===== config.mk =====
export PLATFORM = sky130hd
export DESIGN_NAME = gllp_cfg
export DESIGN_NICKNAME = d
export VERILOG_FILES = /design/src/hdl/gllp_pkg.sv /design/src/hdl/gllp_top_dummy_unused.sv
export SDC_FILE = /design/constraint.sdc
export NUM_CORES = 1
export LEC_CHECK = 0
export BUFFER_PORTS_ARGS = -buffer_cell sky130_fd_sc_hd__buf_2
export CORE_UTILIZATION = 43
export DETAILED_ROUTE_END_ITERATION = 8
export PLACE_DENSITY = 0.8
export SLEW_MARGIN = 20
export SYNTH_ARGS = -nofsm -noshare
export SYNTH_HDL_FRONTEND = slang
export SYNTH_SLANG_ARGS = --single-unit
export TNS_END_PERCENT = 10

===== constraint.sdc =====
create_clock -name clk -period 1.2 [get_ports clk]
set_input_delay 0.18 -clock clk [delete_from_list [all_inputs] [get_ports clk]]
set_output_delay 0.18 -clock clk [all_outputs]
set_load 0.02 [all_outputs]

===== src/hdl/gllp_pkg.sv =====
// Shared constants, types and lookup tables for the Gaussian label log potential block.
package gllp_pkg;

  localparam int COLORS = 5;
  localparam int CW     = (COLORS > 1) ? $clog2(COLORS) : 1;
  localparam int ZW     = 21;

  localparam logic [15:0] INV_RESET = 16'd512;
  localparam logic [17:0] LN2_Q16   = 18'd45426;
  localparam logic [20:0] SAT_MAG   = 21'd65536;
  localparam logic [11:0] EXP_CUT   = 12'd12;

  typedef logic [19:0] mag_t;
  typedef logic [16:0] q16_t;
  typedef logic [9:0]  logz_t;

  localparam logic [16:0] EXP_INT [12] = '{
    17'd65536, 17'd24109, 17'd8869, 17'd3263, 17'd1200, 17'd442,
    17'd162, 17'd60, 17'd22, 17'd8, 17'd3, 17'd1
  };
  localparam logic [16:0] EXP_HI [16] = '{
    17'd65536, 17'd61565, 17'd57835, 17'd54331, 17'd51039, 17'd47947, 17'd45042, 17'd42313,
    17'd39750, 17'd37341, 17'd35079, 17'd32954, 17'd30957, 17'd29081, 17'd27319, 17'd25664
  };
  localparam logic [16:0] EXP_LO [16] = '{
    17'd65536, 17'd65280, 17'd65026, 17'd64772, 17'd64520, 17'd64268, 17'd64018, 17'd63768,
    17'd63520, 17'd63272, 17'd63025, 17'd62780, 17'd62535, 17'd62291, 17'd62048, 17'd61806
  };
  localparam logic [15:0] LN_TAB [17] = '{
    16'd0, 16'd3973, 16'd7719, 16'd11262, 16'd14624, 16'd17821, 16'd20870, 16'd23783,
    16'd26573, 16'd29248, 16'd31818, 16'd34292, 16'd36675, 16'd38975, 16'd41196, 16'd43346,
    16'd45426
  };

endpackage


===== src/hdl/gllp_top_dummy_unused.sv =====
// Configuration register for the inverse two sigma squared scale.
module gllp_cfg (
  input  logic        clk,
  input  logic        rst,
  input  logic        wr_en,
  input  logic [15:0] wr_data,
  output logic [15:0] inv
);

  // Hold the scale, take a new one on each write
  always_ff @(posedge clk) begin
    if (rst) inv <= gllp_pkg::INV_RESET;
    else if (wr_en) inv <= wr_data;
  end

endmodule


Word level (Yosys, flattened, before mapping). Index checks and enable logic that the tools add are counted.

Register bits after elaboration: 16. Input port bits: 19. Output and inout bits: 16. Logic and storage cells: 1.

Longest topological paths before layout.
Depth after elaboration: 0. Depth in mapped cells: 4. Gate-level depth less buffers: 2.

Worst setup path before layout. Ideal clock, no wire load.

Path type: register to register. From: register inv[9] (netlist name). To: register inv[9]. Library setup time: 0.120 ns. Arrival time: 0.699 ns. Slack: 0.381 ns. Cell stages (with the launch flop): 3. Buffers on the path: 0. Path through: dfxtp_1 > nor2b_1 > a211o_1.

RTL lines: to (signal assigned) (RTL line gllp_top_dummy_unused.sv:12) `if (rst) inv <= gllp_pkg::INV_RESET;`; to (signal assigned) (RTL line gllp_top_dummy_unused.sv:13) `else if (wr_en) inv <= wr_data;`; to (decl) (RTL line gllp_top_dummy_unused.sv:7) `output logic [15:0] inv`.

Worst setup path after layout.
From: register inv[6]. To: output inv[6].

No word-level cell between the ends.

==> results.txt <==
The flow ran to the end, and the final reports show no timing, DRC or antenna violations. The run gives 270 ps as the clock latency of the later-clocked register in the worst-skew pair. In this run the mean area of a mapped cell was 11.2 sq um.

The die is 38.8 um wide. The buffer and inverter count on the worst path came out at 1. The number of global-route vias before repair is 337. The tools report the achievable frequency as 1.03 GHz.

Post-CTS setup buffer count: 0. The signal on the critical path passes through buf_2. Once detail routing completed, the nets flagged for antenna violations numbered 0.

For the pin with the worst max-slew slack, the measured transition is 452 ps. After the last flow step, the layout net total stands at 106. Clock skew on the completed layout was measured at 0 ps.

The detailed router's first-iteration violation count was 8. The number of antenna violations at the first check in global routing is 0. The capture point of the worst reg-to-reg path was inv[9]. Dividing the detail-routed via count by the number of cells gives 4.36. Kind of start point of the critical path: a flop. Setup violations remaining at the end of the flow were counted as 0. Setup repair after global routing left no endpoint under its margin. The depth of the critical timing path with buffers and inverters included came out at 1.

For the number of pins exceeding their max-slew limit in the final report, the log shows 0. For this design the static power due to leakage is 0.424 nW. Netlist area before placement: 582 sq um. For this run, the slowest stage of the critical path takes 350 ps.

The detailed-route wire length per cell came out at 9.57 um. The tools report the largest net degree at the start of global routing as 18. The maximum root-to-sink buffer count is 2, and the number of port buffers is 34. The cell family contributing the most delay on the critical path is flip-flops. Area occupied by multi-input gates: 221 sq um. For the first-pass GRT wire length, the log shows 1.42 mm. The max-cap check violation count was 0. The run gives 706 um as the sum of net half-perimeters after detailed placement. Final period demand of the worst path: 968 ps. Wires add up to 957 um. Fill cells in the final layout number 102. Summing all flip-flop and latch instances after layout gives 320 sq um. The count of cell types in the netlist is 9. Cell taking the most area after synthesis: sky130_fd_sc_hd__dfxtp_1. Among all stages on the critical path, the largest delay is contributed by sky130_fd_sc_hd__dfxtp_1. Tracing the worst setup path back leads to its startpoint at inv[6]. The largest registers in the layout are inv (16). The proportion of netlist area held by the largest area contributor is 0.551, and the DRC violation count after routing is 0.

The fraction of final layout cells with drive strength greater than 1 came out at 0.442. The tools report the full die area as 1500 sq um. Counting every instance in the synthesized netlist gives 52.

The run gives 71 as the net count of the mapped netlist. The setup path with the least slack is of type reg2out. In this run the standard cell core region covers 1190 sq um.

After global routing the overflow that remains totals 0. The logs give 0.138 for the overall routing resource usage and 35 for the boundary pin count. TritonCTS built the clock tree. The register name with the most flops was inv. The data arrival time of the critical path was 790 ps; the area growth from synthesis to final layout was 31.6%.

Synthesized flop and latch total: 16. The cell area power density is 1410 nW/um^2, and the number of instances resized during post-cts repair is 0. The routed layout has 436 vias. The number of buffers inserted for hold repair after clock tree synthesis is 0. Leaving out fill and tap cells, the most frequent cells in the layout are 34 x sky130_fd_sc_hd__buf_2, 16 x sky130_fd_sc_hd__dfxtp_1, 15 x sky130_fd_sc_hd__mux2i_1, 15 x sky130_fd_sc_hd__nor2_1, 3 x sky130_fd_sc_hd__clkbuf_4. The tools report the deepest level of the CTS H-tree as 1. The most critical setup path has its endpoint at inv[6]. The max-slew headroom at the worst pin is 0.699, and the data required time of the worst path is 1020 ps. The number of buffers added by the clock tree synthesis step is 3. In this run the worst path has a maximum fanout of 2. The iteration count of the initial detailed-routing pass came out at 3. For flop-to-flop paths, the worst setup slack is 440 ps. CTS saw 16 sinks. The library cell used most frequently in the layout, excluding fill and tap cells, is sky130_fd_sc_hd__buf_2. The run gives 0 as the antenna diode count.

The clock transition at the registers of the reported paths was 90 ps; the final clock period utilization by the worst path was 0.807. Final hold analysis gives a worst-case slack of 104 ps. The floorplan has 12 rows. For the final routed database, the setup TNS stands at 0 ps.

Routability-driven placement finished with a final weighted congestion of 0.603. The tools report the initial core utilization as 0.491. VDD sags by at most 0.864 mV. The final hold violation count is 0. The number of flip-flops in the largest register works out to 16. The startpoint identified for the worst register-to-register timing path is inv[9]. STA classifies the critical path endpoint as a primary output. The depth of the most critical reg-to-reg path was 2.

In the post-synthesis netlist, the biggest area contributors are sky130_fd_sc_hd__dfxtp_1 55%, sky130_fd_sc_hd__mux2i_1 26%, sky130_fd_sc_hd__nor2_1 9.7%. The class of the tightest hold or removal check was in2reg. For the number of warnings printed during yosys synthesis, the log shows 0. The die is 38.8 um tall. The root buffer cell chosen for the clock tree is sky130_fd_sc_hd__clkbuf_4. Share of the yosys chip area belonging to registers: 0.551.
## kinds of logic (layout without fill, tap and decap cells)
group,Yosys count,count (layout),synth area share
DFF,16,16,0.551
and+or+nand+nor,16,16,0.108
muxes,15,15,0.258
AOI/OAI and AO/OA,1,1,0.0151
buffers and inverters,4,38,0.0688
## report_power, final
part / internal (mW) / total (mW) / switching [mW]
clock: 0.184 / 0.341 / 0.157
sequential: 0.563 / 0.576 / 0.0132
combinational: 0.0731 / 0.166 / 0.0929
total: 0.820 / 1.08 / 0.263
## cell type report
| cell class | instances | share of cell area |
|---|---|---|
| clock buffers | 4 | 0.0474 |
| well taps | 14 | 0.0229 |
| repair buffers | 34 | 0.222 |
| flip-flops and latches | 16 | 0.418 |
| multi-input cells | 32 | 0.289 |
## routing by layer
| metal | up-vias | GRT usage | share of wire |
|---|---|---|---|
| li1 | 239 | - | - |
| met1 | 182 | 0.203 | 0.50 |
| met2 | 15 | 0.192 | 0.45 |
| met3 | 0 | 0.0347 | 0.050 |
| met4 | 0 | 0.0517 | 0 |
| met5 | - | 0 | 0 |
## synthesized netlist by cell type, drive strengths merged
library cell  instances
nor2                 15
nor2b                 1
dfxtp                16
a211o                 1
mux2i                15
clkbuf                1
buf                   3
## stage by stage
stage	area, sq um	std cells	utilization	power (mW)	worst slack, ps
after floorplan	582	52	-	0.703	381
after global placement	729	96	0.615	0.754	211
after detailed placement	729	96	0.615	0.757	194
after CTS	766	100	0.646	1.10	228
after global routing	766	100	0.646	1.14	185
final	766	100	0.646	1.08	232
## worst min-delay path by stage
stage | start | end | depth (start not counted)
final | wr_data[9] | inv[9] | 2
after global routing | wr_data[9] | inv[9] | 2
after CTS | wr_data[9] | inv[9] | 2
after detailed placement | wr_data[9] | inv[9] | 2
after global placement | wr_data[9] | inv[9] | 2
after floorplan | wr_data[9] | inv[9] | 1
Power figures use the tool's default switching activity.
