`config.mk`:
```
export PLATFORM = sky130hd
export DESIGN_NAME = gllp_serial
export DESIGN_NICKNAME = d
export VERILOG_FILES = /design/src/hdl/gllp_pkg.sv /design/src/hdl/gllp_serial.sv
export SDC_FILE = /design/constraint.sdc
export NUM_CORES = 1
export LEC_CHECK = 0
export CAP_MARGIN = 15
export CORE_AREA = 2 2 100 102
export DETAILED_ROUTE_END_ITERATION = 10
export DIE_AREA = 0 0 102 104
export DONT_BUFFER_PORTS = 1
export PLACE_DENSITY = 0.8
export REMOVE_ABC_BUFFERS = 1
export SETUP_SLACK_MARGIN = 0.2
export SYNTH_ARGS = -nofsm -noshare
export SYNTH_HDL_FRONTEND = slang
export SYNTH_SLANG_ARGS = --single-unit
```
`constraint.sdc`:
```
create_clock -name clk -period 6.6 [get_ports clk]
set_clock_uncertainty 0.15 [all_clocks]
set_input_delay 1.32 -clock clk [delete_from_list [all_inputs] [get_ports clk]]
set_output_delay 1.32 -clock clk [all_outputs]
set_load 0.02 [all_outputs]
```
`src/hdl/gllp_pkg.sv`:
```
// Shared constants, types and lookup tables for the Gaussian label log potential block.
package gllp_pkg;

  localparam int COLORS = 5;
  localparam int CW     = (COLORS > 1) ? $clog2(COLORS) : 1;
  localparam int ZW     = 21;

  localparam logic [15:0] INV_RESET = 16'd512;
  localparam logic [17:0] LN2_Q16   = 18'd45426;
  localparam logic [20:0] SAT_MAG   = 21'd65536;
  localparam logic [11:0] EXP_CUT   = 12'd12;

  typedef logic [19:0] mag_t;
  typedef logic [16:0] q16_t;
  typedef logic [9:0]  logz_t;

  localparam logic [16:0] EXP_INT [12] = '{
    17'd65536, 17'd24109, 17'd8869, 17'd3263, 17'd1200, 17'd442,
    17'd162, 17'd60, 17'd22, 17'd8, 17'd3, 17'd1
  };
  localparam logic [16:0] EXP_HI [16] = '{
    17'd65536, 17'd61565, 17'd57835, 17'd54331, 17'd51039, 17'd47947, 17'd45042, 17'd42313,
    17'd39750, 17'd37341, 17'd35079, 17'd32954, 17'd30957, 17'd29081, 17'd27319, 17'd25664
  };
  localparam logic [16:0] EXP_LO [16] = '{
    17'd65536, 17'd65280, 17'd65026, 17'd64772, 17'd64520, 17'd64268, 17'd64018, 17'd63768,
    17'd63520, 17'd63272, 17'd63025, 17'd62780, 17'd62535, 17'd62291, 17'd62048, 17'd61806
  };
  localparam logic [15:0] LN_TAB [17] = '{
    16'd0, 16'd3973, 16'd7719, 16'd11262, 16'd14624, 16'd17821, 16'd20870, 16'd23783,
    16'd26573, 16'd29248, 16'd31818, 16'd34292, 16'd36675, 16'd38975, 16'd41196, 16'd43346,
    16'd45426
  };

endpackage

```
`src/hdl/gllp_serial.sv`:
```
// Output register that emits one beat per label for each finished pixel.
module gllp_serial (
  input  logic                                   clk,
  input  logic                                   rst,
  input  logic                                   load,
  input  gllp_pkg::mag_t [gllp_pkg::COLORS-1:0]  d_in,
  input  gllp_pkg::logz_t                        logz_in,
  output logic                                   free,
  output logic                                   out_valid,
  input  logic                                   out_stall,
  output logic [3:0]                             label,
  output logic signed [16:0]                     log_prob,
  output logic                                   last
);

  gllp_pkg::mag_t [gllp_pkg::COLORS-1:0] d;
  gllp_pkg::logz_t                       logz;
  logic [gllp_pkg::CW-1:0]               cnt;
  logic [20:0]                           neg;

  assign last  = (cnt == gllp_pkg::CW'(gllp_pkg::COLORS - 1));
  assign label = 4'(cnt);
  assign free  = !out_valid || (!out_stall && last);

  // Add the log normalizer and saturate
  always_comb begin
    neg      = {1'b0, d[cnt]} + 21'(logz);
    log_prob = (neg > gllp_pkg::SAT_MAG) ? 17'h10000 : 17'(17'd0 - neg[16:0]);
  end

  // Advance one label per accepted beat, reload when empty or at the end
  always_ff @(posedge clk) begin
    if (rst) begin
      out_valid <= 1'b0;
      cnt       <= '0;
    end else if (load) begin
      out_valid <= 1'b1;
      cnt       <= '0;
    end else if (out_valid && !out_stall) begin
      if (last) out_valid <= 1'b0;
      cnt <= last ? '0 : cnt + 1'b1;
    end
    if (load) begin
      d    <= d_in;
      logz <= logz_in;
    end
  end

endmodule

```
Word-level counts from Yosys, hierarchy flattened:

Index checks and enable logic that the tools add are counted.

* add/sub/neg operators: 3
* $lt $le $gt $ge: 2
* eq/ne operators: 1
* muxes and demuxes: 7
* reduce and logical (&&, ||, !) cells: 9

Operators with widths (number)
* $bmux W20 S3: 1
* $add A20 B10 Y21: 1
* $gt A21 B17 Y1 const B: 1
* $mux W20: 1
* $mux W17: 1
* $sub A1 B17 Y17 const A: 1
* $lt A3 B4 Y1 const B: 1
* $reduce_bool A2 Y1: 2
* $add A3 B1 Y3 const B: 1
* $eq A3 B3 Y1 const B: 1
* $mux W1: 3
* $mux W3: 1
* $logic_and A1 B1 Y1: 2
* $logic_not A1 Y1: 2
* $reduce_and A2 Y1: 1
* $reduce_or A2 Y1: 1
* $logic_or A1 B1 Y1: 1

* register bits after elaboration: 114
* input port bits: 114
* output and inout bits: 24
* word-level logic and storage cells: 30

Depth between registers and ports, before layout:

* word-level depth: 5
* mapped depth: 20
* depth with buffers taken out: 14

Least setup slack after synthesis:

Ideal clock, no wire load.

* path type: flip-flop to output port
* start point: reg cnt[0] (netlist bit)
* end point: out log_prob[10]
* arrival: 4.973 ns
* required time: 5.130 ns
* path slack: 0.157 ns
* stages on the path, launching flop included: 19
* buffers on the path: 7
* cells stage by stage: dfxtp_1 buf_4 buf_4 buf_4 buf_1 mux4_2 a22o_1 ha_1 clkbuf_1 nand2_1 nand2b_1 a211o_1 o311a_1 buf_2 or4_1 a21boi_1 nand4_1 buf_2 a22oi_1

* longest elaborated chain between the ends: 5
* elaborated cells on any way between the ends: 6
* those cells by class: 2 x add/sub; 1 x order compare; 3 x mux

RTL lines
* from (decl): line gllp_serial.sv:18 `logic [gllp_pkg::CW-1:0] cnt;`
* from (signal assigned): line gllp_serial.sv:41 `cnt <= last ? '0 : cnt + 1'b1;`
* $bmux W20 S3 *: line gllp_serial.sv:27 `neg = {1'b0, d[cnt]} + 21'(logz);`
* $mux W20 (implied by the code) *: line gllp_serial.sv:27
* $add A20 B10 Y21 *: line gllp_serial.sv:27
* $sub A1 B17 Y17 / $gt A21 B17 Y1 (equally long branches): line gllp_serial.sv:28 `log_prob = (neg > gllp_pkg::SAT_MAG) ? 17'h10000 : 17'(17'd0 - neg[16:0]);`
* $mux W17 *: line gllp_serial.sv:28
* to (decl): line gllp_serial.sv:12 `output logic signed [16:0] log_prob,`

Every way passes the cells marked *; elsewhere a longest branch is shown, timed or not. The select of a mux whose other input is x is not followed.

Worst setup path after layout:

* start point: reg cnt[1] (netlist bit)
* end point: out log_prob[4]

Same word-level chain as after synthesis.

==> run_results.csv <==
group,metric,value,unit
status,status,"complete, no violations",
route,drt_iter0_drc,256,
run,drv_cap,0,
timing,tightest_slew,0.753,ns
route,wl_per_cell,20.2,microns
pwr,powerDensity,311,mW/mm^2
timing,slew_viol_final,0,
synth,syn_area,0.00562,sq mm
synth,ys_seq_area_share,60.2,%
timing,timing.fmax,0.161,GHz
clock_tree,clk-insertion-delay-late,0.50,ns
synth,synth_xor_area_share,2.96,%
die,die_area,0.0106,sq mm
cells_and_area,area_growth_syn_to_layout,16.1,%
critical_path,r2r_slack,4.33,ns
min_path,hp-class,"register to register",
critical_path,endpoint,"log_prob[4]",
timing,worst_hold_slack,0.647,ns
synth,ys.flop_type,"edfxtp_1",
die,top_level_ports,138,
critical_path,arrival,4.73,ns
synth,synth_cells,402,
clock_tree,cts-root-buf,"clkbuf_8",
cells_and_area,fin_nets,558,
clock_tree,cts_buffers,17,
synth,yosys_warnings,0,
critical_path,critPathSlowestCell,"or4_1",
global_routing,grt_pass1_vias,3547,
synth,synth_top_family_by_area,"compound AO/OA/AOI/OAI gates",
critical_path,critPathKind,"register to output pin",
critical_path,rr_worst_depth,7,
route,postRouteAntennaNets,0,
synth,yosys.area_share.simple,9.29,%
critical_path,worst_setup_path_start_kind,"register",
clock_tree,holdBufCountCts,0,
route,drc,0,
die,fp.coreArea,0.00955,sq mm
synth,synth_edf_count,110,
timing,period_minus_slack,6.20,ns
critical_path,path_cells,"mux2_2 -> a21oi_1 -> o21a_1 -> inv_1 -> ha_1 -> a21o_1 -> and4_1 -> o21a_1 -> o311a_4 -> or4_1 -> a21boi_2 -> nand4_1 -> buf_4 -> a211oi_1 -> buf_4",
route,wl,11.6,mm
route,first_pass_iters,5,
die,die_h,104,microns
synth,synth-compound-area-share,13.8,%
route,dr_total_vias,3572,
critical_path,r2r_end,"out_valid",
global_routing,grt_max_degree,115,
cells_and_area,fillCellCount,661,
synth,synth_area_leaders,"edfxtp_1 59%, mux4_2 5.2%, ha_1 2.9%, a21oi_1 2.0%, a22o_1 1.9%",
place,dp.final_hpwl,7.89,mm
clock_tree,path_clk_slew,0.05,ns
synth,synth_cell_types,65,
die,placement_rows,36,
critical_path,cpPeakStageDelay,0.55,ns
clock_tree,htree_levels,4,
timing,rsz0062_at_grt,"no",
route,via_per_inst,6.21,
timing,hold_viol_final,0,
timing,setup_viol,0,
die,die-width,102,microns
timing,max_slew_margin,49.5,%
place,port_buffers,0,
synth,synth_top_area_share,58.8,%
global_routing,grt_pass1_wl,18.1,mm
synth,synth_top_area_cell,"edfxtp_1",
clock_tree,cts_tree,"built",
cells_and_area,diodes,0,
cells_and_area,fin_util,68.3,%
synth,avgSynthCellArea,14.0,sq um
place,gp_congestion,0.868,
synth,synth_seq_cells,114,
synth,synth_mux_area_share,7.64,%
die,start_util,58.8,%
critical_path,crit_fanout,14,
global_routing,antenna_found_initial,2,
global_routing,grt_overflow,0,
critical_path,endpoint_kind,"output pin",
critical_path,startpoint,"cnt[1]",
global_routing,grt_use_total,22.7,%
critical_path,timing.rr.start,"cnt[1]",
synth,synthAdderAreaFrac,3.25,%
clock_tree,cts.sinks,114,
clock_tree,clockBufferDepth,2,
cells_and_area,drive_gt1_share,19.9,%
timing,finalCritPeriodShare,93.9,%
pwr,static-leakage-power,2.35,nW
pwr,ir_drop,0.000234,V
critical_path,crit_required,5.13,ns
synth,async_flop_share,0,%
critical path, delay by kind of cell (launching register included):
family	cells	cell delay, ns
simple gates	3	0.97
buf+inv	3	0.46
mux	1	0.36
flops	1	0.47
fa+ha+maj	1	0.28
compound gates	7	1.69
per-stage QoR:
stage	setup WS, ns	instance area (sq um)	instances	TNS [ns]	power (W)
6_report	0.401	6520	575	0	0.00203
4_1_cts	0.223	6460	572	0	0.00203
5_1_grt	0.197	6520	575	0	0.00211
3_5_place_dp	0.258	5860	540	0	0.00112
3_3_place_gp	0.592	5860	540	0	0.00112
2_1_floorplan	-0.0917	5510	383	-0.357	0.00107
how the worst min path moves through the flow:
stage | slack [ns] | startpoint | endpoint | cells after the start
CTS | 0.65 | cnt[2] | cnt[2] | 3
detailed placement | 0.64 | cnt[2] | cnt[2] | 3
finish | 0.65 | cnt[2] | cnt[2] | 3
floorplan | 0.56 | cnt[2] | cnt[2] | 2
global route | 0.68 | cnt[2] | cnt[2] | 3
global placement | 0.61 | cnt[2] | cnt[2] | 3
repair_timing:
action,4_1_cts,5_1_grt
endpoints found under the setup margin,16,17
buffers inserted,1,3
pin swaps,1,1
hold endpoints to repair,0,0
gates resized for setup,3,8
where the power goes:
group          internal (W)  total, W  switching (W)
combinational      0.000109  0.000250       0.000142
sequential         0.000856  0.000874      0.0000178
clock              0.000605  0.000904       0.000299
layer usage:
metal | vias to the layer above | share of wire (%) | global-route usage, %
met1 | 1702 | 40 | 28.6
li1 | 1673 | - | -
met3 | 19 | 7.9 | 7.53
met4 | 2 | 2.1 | 8.00
met2 | 176 | 50 | 36.6
met5 | - | 0.095 | 0
synthesized netlist by cell type, types with 5 or more instances:
cell type,count
xnor2_1,12
a211oi_1,8
mux2i_1,8
o21a_1,8
ha_1,13
nand3_1,6
inv_1,12
mux4_2,13
o211ai_1,5
or3_1,5
nand2b_1,5
a22o_1,12
nor3_1,10
and4_1,5
nand2_1,11
mux2_2,5
xor2_1,7
clkbuf_1,7
a21oi_1,23
nor2_1,19
edfxtp_1,110
o21ai_0,11
sequential cells by signal (all words and copies together) (netlist names):
signal and cells:
logz 10, out_valid 1, cnt 3, d 100
final cells by class:
class                           count  area (sq um)  share of cell area, %
Timing Repair Buffer               28           218                   3.34
Sequential cell                   114          3390                   52.0
Tap cell                          133           166                   2.55
Clock inverter                     12           165                   2.53
Clock buffer                       19           422                   6.46
Inverter                           13          48.8                  0.748
Multi-Input combinational cell    256          2110                   32.4
cells in the final DEF (no fill, tap or decap), types with 10 or more instances in the layout:
cell type  netlist  routed
a21oi_1         23      22
a22o_1          12      12
buf_4            4      26
clkbuf_16        0      16
edfxtp_1       110     110
ha_1            13      13
inv_1           12      12
mux4_2          13      13
nand2_1         11      11
nor2_1          19      19
nor3_1          10      10
o21ai_0         11      11
xnor2_1         12      12
cells by family (layout without fill, tap and decap cells):
group | count (synthesis) | count (layout)
flip-flops | 114 | 114
multiplexers | 26 | 26
XOR/XNOR | 19 | 19
adder cells (fa/ha/maj) | 14 | 14
AND/OR/NAND/NOR | 87 | 87
AO/OA/AOI/OAI | 109 | 109
other | 1 | 1
buffers and inverters | 32 | 72
Power figures use the tool's default switching activity.
